<file path="src/hw/rtl/bsc_pkg.sv">
// shared widths, constants and types for the bit string compare block
package bsc_pkg;

	localparam int LEN_W = 13;
	localparam int CNT_W = 10;
	localparam int BYTE_W = 8;
	localparam int LZ_W = 3;
	localparam int NV_W = 4;

	// longest string length that counts; longer lengths are clamped
	localparam int MAX_BITS = 4096;
	localparam logic [CNT_W-1:0] COUNT_TOP = {CNT_W{1'b1}};

	localparam logic signed [1:0] ORD_LESS = 2'sb11;
	localparam logic signed [1:0] ORD_EQUAL = 2'sb00;
	localparam logic signed [1:0] ORD_GREATER = 2'sb01;

	typedef struct packed {
		logic hit;
		logic [LZ_W-1:0] lead;
		logic a_one;
	} byte_diff_t;

endpackage

</file>
<file path="src/hw/rtl/bsc_byte_cmp.sv">
// masked compare of one byte pair: first differing bit and which side holds the 1
module bsc_byte_cmp (
	input  logic [bsc_pkg::BYTE_W-1:0] a_byte,
	input  logic [bsc_pkg::BYTE_W-1:0] b_byte,
	input  logic [bsc_pkg::NV_W-1:0]   nvalid,
	output bsc_pkg::byte_diff_t        diff
);
	import bsc_pkg::*;

	logic [BYTE_W-1:0] mask;
	logic [BYTE_W-1:0] x;

	// keep the nvalid earliest bits; zero counted bits gives an empty mask
	assign mask = 8'hFF << (NV_W'(BYTE_W) - nvalid);
	assign x = (a_byte ^ b_byte) & mask;

	always_comb begin
		logic seen;
		seen = 1'b0;
		diff.hit = 1'b0;
		diff.lead = '0;
		diff.a_one = 1'b0;
		for (int i = 0; i < BYTE_W; i++) begin
			if (!seen && x[BYTE_W-1-i]) begin
				seen = 1'b1;
				diff.hit = 1'b1;
				diff.lead = LZ_W'(i);
				diff.a_one = a_byte[BYTE_W-1-i];
			end
		end
	end

endmodule

</file>
<file path="src/hw/rtl/bit_string_compare.sv">
// top level of the streamed lexicographic bit string compare
// Takes one byte pair of two MSB-first bit strings per cycle, with both bit lengths on every
// word, and on the word marked last gives one result: the order (-1, 0, 1) and the index of
// the first differing bit, or the shorter length when the counted bits all match. A word is
// accepted every cycle that the input register does not hold back; the result of a string
// passes through the input register into the result register and waits there until the consumer
// takes it. The input register holds back only when a last word meets a result that the
// consumer has not yet taken. Lengths above 4096 are clamped, and bytes past the shorter
// length are ignored.
module bit_string_compare (
	input  logic                         clk,
	input  logic                         arst_n,
	input  logic                         in_valid,
	output logic                         in_ready,
	input  logic [bsc_pkg::BYTE_W-1:0]   a_byte,
	input  logic [bsc_pkg::BYTE_W-1:0]   b_byte,
	input  logic [bsc_pkg::LEN_W-1:0]    a_len,
	input  logic [bsc_pkg::LEN_W-1:0]    b_len,
	input  logic                         last,
	output logic                         out_valid,
	input  logic                         out_ready,
	output logic signed [1:0]            order,
	output logic [bsc_pkg::LEN_W-1:0]    diff_pos
);
	import bsc_pkg::*;

	logic              valid_s1;
	logic [BYTE_W-1:0] a_byte_s1;
	logic [BYTE_W-1:0] b_byte_s1;
	logic [LEN_W-1:0]  a_len_s1;
	logic [LEN_W-1:0]  b_len_s1;
	logic              last_s1;

	logic [CNT_W-1:0]  byte_count_q;
	logic              found_q;
	logic signed [1:0] found_order_q;
	logic [LEN_W-1:0]  found_pos_q;

	logic              out_valid_q;
	logic signed [1:0] order_q;
	logic [LEN_W-1:0]  diff_pos_q;

	logic              adv;
	logic [LEN_W-1:0]  la;
	logic [LEN_W-1:0]  lb;
	logic [LEN_W-1:0]  m;
	logic [LEN_W-1:0]  start;
	logic [LEN_W-1:0]  remain;
	logic              in_range;
	logic [NV_W-1:0]   nvalid;
	byte_diff_t        diff;
	logic              new_hit;
	logic signed [1:0] new_order;
	logic [LEN_W-1:0]  new_pos;
	logic signed [1:0] res_order;
	logic [LEN_W-1:0]  res_pos;

	assign adv = valid_s1 && (!last_s1 || !out_valid_q || out_ready);
	assign in_ready = !valid_s1 || adv;

	always_ff @(posedge clk or negedge arst_n) begin
		if (!arst_n) begin
			valid_s1 <= 1'b0;
		end else if (in_ready) begin
			valid_s1 <= in_valid;
		end
	end

	always_ff @(posedge clk) begin
		if (in_ready && in_valid) begin
			a_byte_s1 <= a_byte;
			b_byte_s1 <= b_byte;
			a_len_s1 <= a_len;
			b_len_s1 <= b_len;
			last_s1 <= last;
		end
	end

	always_comb begin
		la = (a_len_s1 > LEN_W'(MAX_BITS)) ? LEN_W'(MAX_BITS) : a_len_s1;
		lb = (b_len_s1 > LEN_W'(MAX_BITS)) ? LEN_W'(MAX_BITS) : b_len_s1;
		m = (la < lb) ? la : lb;
		start = {byte_count_q, 3'b000};
		in_range = !found_q && (start < m);
		remain = m - start;
		if (!in_range) begin
			nvalid = '0;
		end else if (remain >= LEN_W'(BYTE_W)) begin
			nvalid = NV_W'(BYTE_W);
		end else begin
			nvalid = remain[NV_W-1:0];
		end
	end

	bsc_byte_cmp u_byte_cmp (
		.a_byte (a_byte_s1),
		.b_byte (b_byte_s1),
		.nvalid (nvalid),
		.diff   (diff)
	);

	always_comb begin
		new_hit = found_q || diff.hit;
		new_order = found_q ? found_order_q : (diff.a_one ? ORD_GREATER : ORD_LESS);
		new_pos = found_q ? found_pos_q : (start + LEN_W'(diff.lead));
		if (new_hit) begin
			res_order = new_order;
			res_pos = new_pos;
		end else begin
			// no counted bit differs: the longer string wins
			res_order = (la > lb) ? ORD_GREATER : ((la < lb) ? ORD_LESS : ORD_EQUAL);
			res_pos = m;
		end
	end

	always_ff @(posedge clk or negedge arst_n) begin
		if (!arst_n) begin
			byte_count_q <= '0;
			found_q <= 1'b0;
			found_order_q <= ORD_EQUAL;
			found_pos_q <= '0;
		end else if (adv) begin
			if (last_s1) begin
				byte_count_q <= '0;
				found_q <= 1'b0;
				found_order_q <= ORD_EQUAL;
				found_pos_q <= '0;
			end else begin
				if (byte_count_q != COUNT_TOP) begin
					byte_count_q <= byte_count_q + CNT_W'(1);
				end
				found_q <= new_hit;
				if (!found_q && diff.hit) begin
					found_order_q <= new_order;
					found_pos_q <= new_pos;
				end
			end
		end
	end

	always_ff @(posedge clk or negedge arst_n) begin
		if (!arst_n) begin
			out_valid_q <= 1'b0;
		end else if (adv && last_s1) begin
			out_valid_q <= 1'b1;
		end else if (out_ready) begin
			out_valid_q <= 1'b0;
		end
	end

	always_ff @(posedge clk) begin
		if (adv && last_s1) begin
			order_q <= res_order;
			diff_pos_q <= res_pos;
		end
	end

	assign out_valid = out_valid_q;
	assign order = order_q;
	assign diff_pos = diff_pos_q;

endmodule
</file>
<file path="config.mk">
export PLATFORM = sky130hd
export DESIGN_NAME = bit_string_compare
export DESIGN_NICKNAME = d
export VERILOG_FILES = /design/src/hw/rtl/bsc_pkg.sv /design/src/hw/rtl/bsc_byte_cmp.sv /design/src/hw/rtl/bit_string_compare.sv
export SDC_FILE = /design/constraint.sdc
export NUM_CORES = 1
export LEC_CHECK = 0
export ABC_AREA = 1
export ABC_CLOCK_PERIOD_IN_PS = 6100
export BUFFER_PORTS_ARGS = -buffer_cell sky130_fd_sc_hd__buf_2
export CORE_MARGIN = 1
export CORE_UTILIZATION = 53
export DETAILED_ROUTE_END_ITERATION = 12
export GPL_ROUTABILITY_DRIVEN = 1
export PLACE_DENSITY = 0.77
export SLEW_MARGIN = 20
export SYNTH_ARGS = -nofsm -noshare
export SYNTH_HDL_FRONTEND = slang
export SYNTH_SLANG_ARGS = --single-unit
</file>
<file path="constraint.sdc">
create_clock -name clk -period 6.1 [get_ports clk]
set_clock_uncertainty 0.05 [all_clocks]
set_input_delay 1.22 -clock clk [delete_from_list [all_inputs] [get_ports clk]]
set_output_delay 1.22 -clock clk [all_outputs]
set_load 0.1 [all_outputs]
</file>
### Word level (Yosys, flattened, before mapping)

Cells that the tools add are included.

* flip-flop bits (word level): 86
* output and inout port bits: 17
* input bits: 47
* logic and storage cells: 95

* reduce and logical (&&, ||, !) cells: 32
* $lt $le $gt $ge: 6
* add/sub/neg operators: 4
* bitwise logic cells: 2
* multiplexer cells: 36
* equality and inequality tests: 1
* shifts and indexed selects: 1

Operator list (count)
* $mux W13: 7
* $mux W5: 8
* $gt A13 B13 Y1 const B: 2
* $lt A13 B13 Y1: 2
* $mux W10: 2
* $mux W2: 7
* $add A13 B3 Y13: 1
* $ge A13 B4 Y1 const B: 1
* $gt A13 B13 Y1: 1
* $sub A13 B13 Y13: 1
* $logic_and A1 B1 Y1: 12
* $logic_not A1 Y1: 11
* $add A10 B1 Y10 const B: 1
* $mux W1: 10
* $ne A10 B10 Y1 const B: 1
* $and A8 B8 Y8: 1
* $mux W4: 2
* $shl A8 B4 Y8 const A: 1
* $xor A8 B8 Y8: 1
* $reduce_bool A2 Y1: 3
* $logic_or A1 B1 Y1: 4
* $reduce_and A2 Y1: 2
* $sub A4 B4 Y4 const A: 1

### Longest topological paths before layout

* depth after elaboration: 37
* mapped depth: 46
* depth with buffers taken out: 46

### Cells and area by module

From an unflattened synthesis, not the netlist that was laid out.

* cell total of the unflattened synthesis: 635
* area total of the unflattened synthesis: 5273.8 um2

Modules (own cells, without submodules)
* bit_string_compare: cells each 547, times used 1, area an instance 4749.6 um2, sequential area each 2442.3 um2
* bsc_byte_cmp: cells each 88, times used 1, area an instance 524.3 um2, sequential area each 0.0 um2

### Worst setup path after synthesis

Ideal clock, no wire load.

* path type: register to register
* start point: reg a_len_s1[5]
* end point: reg diff_pos_q[4], in the netlist diff_pos[4] (data pin)
* data arrival time: 5.552 ns
* library setup time: 0.253 ns
* stages on the path, launching flop included: 39
* buffers on the path: 2
* clock period less this slack: 5.855 ns
* path slack: 0.245 ns
* required time: 5.797 ns
* cells stage by stage: edfxtp_1 > nor2_1 > nand2_1 > nor2_1 > nand2_1 > nand2_1 > inv_1 > nor2_1 > ha_1 > a21oi_1 > o21ai_1 > nor2_2 > nand2_2 > inv_2 > clkbuf_1 > nand2_1 > o21ai_0 > fa_1 > (+3 left out) > nor2_2 > nand4_2 > nor2_4 > nand2_2 > ha_1 > inv_1 > ha_1 > o211ai_1 > nand3_1 > nor2_1 > inv_1 > o21ai_2 > nand2_2 > nor2_4 > nand4_4 > buf_2 > nand2_1 > nand2_1

* longest elaborated chain between the ends: 36
* elaborated cells between the ends (all ways): 46
* those cells by class: add/sub: 3; order compare: 4; shift: 1; mux: 21; bitwise: 1; reduce/logical: 16

RTL lines
* from (decl): RTL line bit_string_compare.sv:30 `logic [LEN_W-1:0] a_len_s1;`
* from (signal assigned): RTL line bit_string_compare.sv:73 `a_len_s1 <= a_len;`
* $gt A13 B13 Y1: RTL line bit_string_compare.sv:80 `la = (a_len_s1 > LEN_W'(MAX_BITS)) ? LEN_W'(MAX_BITS) : a_len_s1;`
* $mux W13 *: RTL line bit_string_compare.sv:80
* $lt A13 B13 Y1: RTL line bit_string_compare.sv:82 `m = (la < lb) ? la : lb;`
* $mux W13 *: RTL line bit_string_compare.sv:82
* $sub A13 B13 Y13: RTL line bit_string_compare.sv:85 `remain = m - start;`
* $ge A13 B4 Y1: RTL line bit_string_compare.sv:88 `end else if (remain >= LEN_W'(BYTE_W)) begin`
* $mux W4: RTL line bit_string_compare.sv:88
* $mux W4: RTL line bit_string_compare.sv:86 `if (!in_range) begin`
* (+21 left out)
* $mux W1: RTL line bsc_byte_cmp.sv:24 `if (!seen && x[BYTE_W-1-i]) begin`
* $logic_not A1 Y1: RTL line bsc_byte_cmp.sv:24
* $logic_and A1 B1 Y1: RTL line bsc_byte_cmp.sv:24
* $mux W5: RTL line bsc_byte_cmp.sv:24
* $add A13 B3 Y13: RTL line bit_string_compare.sv:105 `new_pos = found_q ? found_pos_q : (start + LEN_W'(diff.lead));`
* $mux W13: RTL line bit_string_compare.sv:105
* $mux W13 *: RTL line bit_string_compare.sv:106 `if (new_hit) begin`
* via res_pos[4]: RTL line bit_string_compare.sv:56 `logic [LEN_W-1:0] res_pos;`
* to (signal assigned): RTL line bit_string_compare.sv:154 `diff_pos_q <= res_pos;`
* to (decl): RTL line bit_string_compare.sv:41 `logic [LEN_W-1:0] diff_pos_q;`

The timed path passes the listed nets; every way through them passes the cells marked *.
A chain may end at the register's enable or synchronous reset.

### Final worst setup path

* start point: reg a_len_s1[3]
* end point: reg diff_pos_q[0], in the netlist diff_pos[0] (data pin)

Same word-level chain as after synthesis.

==> results.md <==
- Cell area after synthesis: slightly above 5000 um^2
- Antenna violations before repair: 0
- CP dominant cell by count: nor2_4
- Worst-Skew Late Latency: around 360 ps
- Pre-antenna DRT Iters: 5
- Critical path launch point: a_len_s1[3]$_DFFE_PP_
- R2R Setup Slk: approximately 110 ps
- Drt wl/cell: roughly 15 um
- Dpl hpwl: roughly 8700 um
- CP max-delay cell: edfxtp_1
- CTS root buf: clkbuf_8
- Fraction of registers with async set/reset: about a third
- Yosys reg bits: 86
- Clock Pin Slew Worst Setup and Hold Paths: approximately 100 ps
- Most area-consuming cells after synthesis: edfxtp_1 34%, dfrtp_1 14%, nand2_1 13%
- Total global-route track usage: 24.0%
- IO Pins: 64
- Fin. Hold Viols: 0
- Max_cap viols: 0
- Worst hold slack: between 400 and 500 ps
- P&R area growth vs syn: 28.9%
- Post-CTS Hold Buffers: 0
- R2r startpoint: a_len_s1[3]$_DFFE_PP_
- Final wirelength: 12500 um
- Worst path max stage delay: approximately 390 ps
- Vias: around 4.6k
- Reg2Reg Depth: 39
- Vias per cell: about 5.3
- Cell total after placement: ~820
- Reg2Reg Capture Point: diff_pos[0]$_DFFE_PP_
- Cells after synthesis: about 620
- Relative slew margins: between 40% and 50%
- Final min period: around 6000 ps
- Die height: ~100 um
- Starting Density: 55.2%
- Top-count cell post-synth: nand2_1
- Drt drc: 0
- Crit-path max FO: 8
- VDD IR max: roughly 0.00016 V
- Row Count: 35
- RSZ-0062 raised after global routing: true
- Remaining global-route overflow: 0
- CP arrival: between 6000 and 7000 ps
- IO Port Bufs: 63
- Fillers: 697
- DR iter-0 viols: roughly 230
- Warnings, synthesis: 0
- Clock buffer count from CTS: 9
- Post-synthesis sequential area ratio: roughly 48%
- Cell taking the most area after synthesis: edfxtp_1
- Post-DRT Antenna Nets: 0
- Number of library cell types mapped by synthesis: 44
- Die Width: 100 um
- Final net count: 800
- Pwr Density: 315 nW/um^2
- Hold crit path type: reg2reg
- Core ar.: 9280 um^2
- Die area: 10100 um^2
- Yosys top cell area share: 34.0%
- Synth cell count leaders: 183 x nand2_1, 73 x inv_1, 58 x edfxtp_1, 58 x nor2_1, 56 x nand3_1
- Share of layout cells above drive strength 1: between 30% and 40%
- Max Slew Vio Count: 0
- Largest net degree at the start of global routing: between 40 and 50
- Max layer used: met4
- GP Congestion: around 1
- Worst Setup Path Type: reg2reg
- Cell Count, Final, Fillers Out: around 860
- DR WL met2: between 6000 and 7000 um
- Ant diodes: 0
- Htree depth: 3
- Met3 routed WL: 734 um
- CP startpoint kind: flip-flop
- Critical path required time: between 6000 and 7000 ps
- Total chip power: roughly 2100 uW
- Number of global-route vias before repair: between 3k and 4k
- Status: complete, no violations
- Tcrit/Tclk final: 98.1%
- Slew @ Worst Pin: ~800 ps
- Final setup viols: 0
- Clock Sinks: 86
- Crit path capture type: flip-flop
- Number of synthesized flops with an enable pin: slightly below 60
- CTS tree: done
- Syn_nets: just under 700
- Fmax: 167 MHz
- Leak Pwr: between 0.003 and 0.004 uW
- CTS Buffer Depth: 2
- Worst Setup EP: diff_pos[0]$_DFFE_PP_
- Metal-1 WL: roughly 5200 um
- First-pass GRT wire length: between 15000 and 20000 um
- TNS Setup: 0 ps
- Syn_area_per_cell: around 8.3 um^2
- Synth Flop Type: edfxtp_1
[cell families (layout without fill, tap and decap cells)]
group	count (synthesis)	after routing	synth area share, %
xor+xnor	6	6	1.03
simple gates	345	346	30.1
buf+inv	86	199	6.79
fa+ha+maj	29	29	7.22
compound gates	63	63	7.20
flops	86	86	47.6
[metal layers]
metal / vias to the layer above / global-route usage, %
met5: - / 0
met4: 0 / 9.36
met3: 19 / 3.76
met2: 189 / 40.0
met1: 2124 / 31.5
li1: 2253 / -
[worst min path at each step]
| stage | startpoint | depth (start not counted) | slack [ps] | endpoint |
|---|---|---|---|---|
| 3_5_place_dp | found_order_q[1]$_DFFE_PN0P_ | 2 | 450 | found_order_q[1]$_DFFE_PN0P_ |
| 6_report | found_pos_q[3]$_DFFE_PN0P_ | 2 | 470 | found_pos_q[3]$_DFFE_PN0P_ |
| 3_3_place_gp | found_pos_q[12]$_DFFE_PN0P_ | 2 | 440 | found_pos_q[12]$_DFFE_PN0P_ |
| 2_1_floorplan | found_order_q[1]$_DFFE_PN0P_ | 2 | 430 | found_order_q[1]$_DFFE_PN0P_ |
| 4_1_cts | found_order_q[1]$_DFFE_PN0P_ | 2 | 470 | found_order_q[1]$_DFFE_PN0P_ |
| 5_1_grt | found_pos_q[10]$_DFFE_PN0P_ | 2 | 490 | found_pos_q[10]$_DFFE_PN0P_ |
[sequential cells by signal, summed over array words and instances, names as in the netlist, 8 cells and up]
register,flops
a_byte_s1,8
a_len_s1,13
b_byte_s1,8
b_len_s1,13
byte_count_q,10
diff_pos,13
found_pos_q,13
[layout make-up]
class	instances	area [um^2]	area share (%)
sequential	86	2440	37.0
multi-input combinational	444	2810	42.6
inverter	77	304	4.60
tap	129	161	2.44
clock buffer	12	188	2.84
clock inverter	4	37.5	0.568
timing repair buffer	106	661	10.0
[power by group]
part           internal (uW)  switching [uW]  total, uW
clock network            216             222        439
logic                    307             587        894
registers                699            46.2        745
[cell usage in the layout, fill, tap and decap left out, drive strengths merged]
master  synthesis  routed
a211oi          2       2
a21boi          1       1
a21oi          16      16
a221oi          1       1
a31o            1       1
a31oi           1       1
and2            1       1
buf             5     106
clkbuf          4      12
clkinv          2       2
dfrtp          28      28
edfxtp         58      58
fa              1       1
ha             28      28
inv            75      79
nand2         193     193
nand3          60      60
nand3b          3       3
nand4          13      14
nor2           62      62
nor3            8       8
nor3b           1       1
o211ai          3       3
o21a            1       1
o21ai          32      32
o21bai          5       5
or2             4       4
xnor2           1       1
xor2            5       5
[through the flow]
stage          area [um^2]  worst slack, ps  util [%]
2_1_floorplan         5130              245         -
3_3_place_gp          5740             42.5      61.8
3_5_place_dp          5740             -164      61.8
4_1_cts               6020             8.23      64.8
5_1_grt               6610             -284      71.2
6_report              6610              114      71.2
[critical path, delay by kind of cell, from the launching register on]
family | cells | cell delay (ps)
compound gates | 5 | 790
xor+xnor | 1 | 150
fa+ha+maj | 5 | 1180
buf+inv | 8 | 760
flops | 1 | 390
simple gates | 20 | 2460
[timing repair]
item | 4_1_cts | 5_1_grt
resized for setup | 16 | 105
setup buffers | 2 | 16
setup endpoints to repair | 28 | 31
cloned | 1 | 0
pin swaps | 3 | 47
Note: power is estimated with default switching activity, not from simulation.
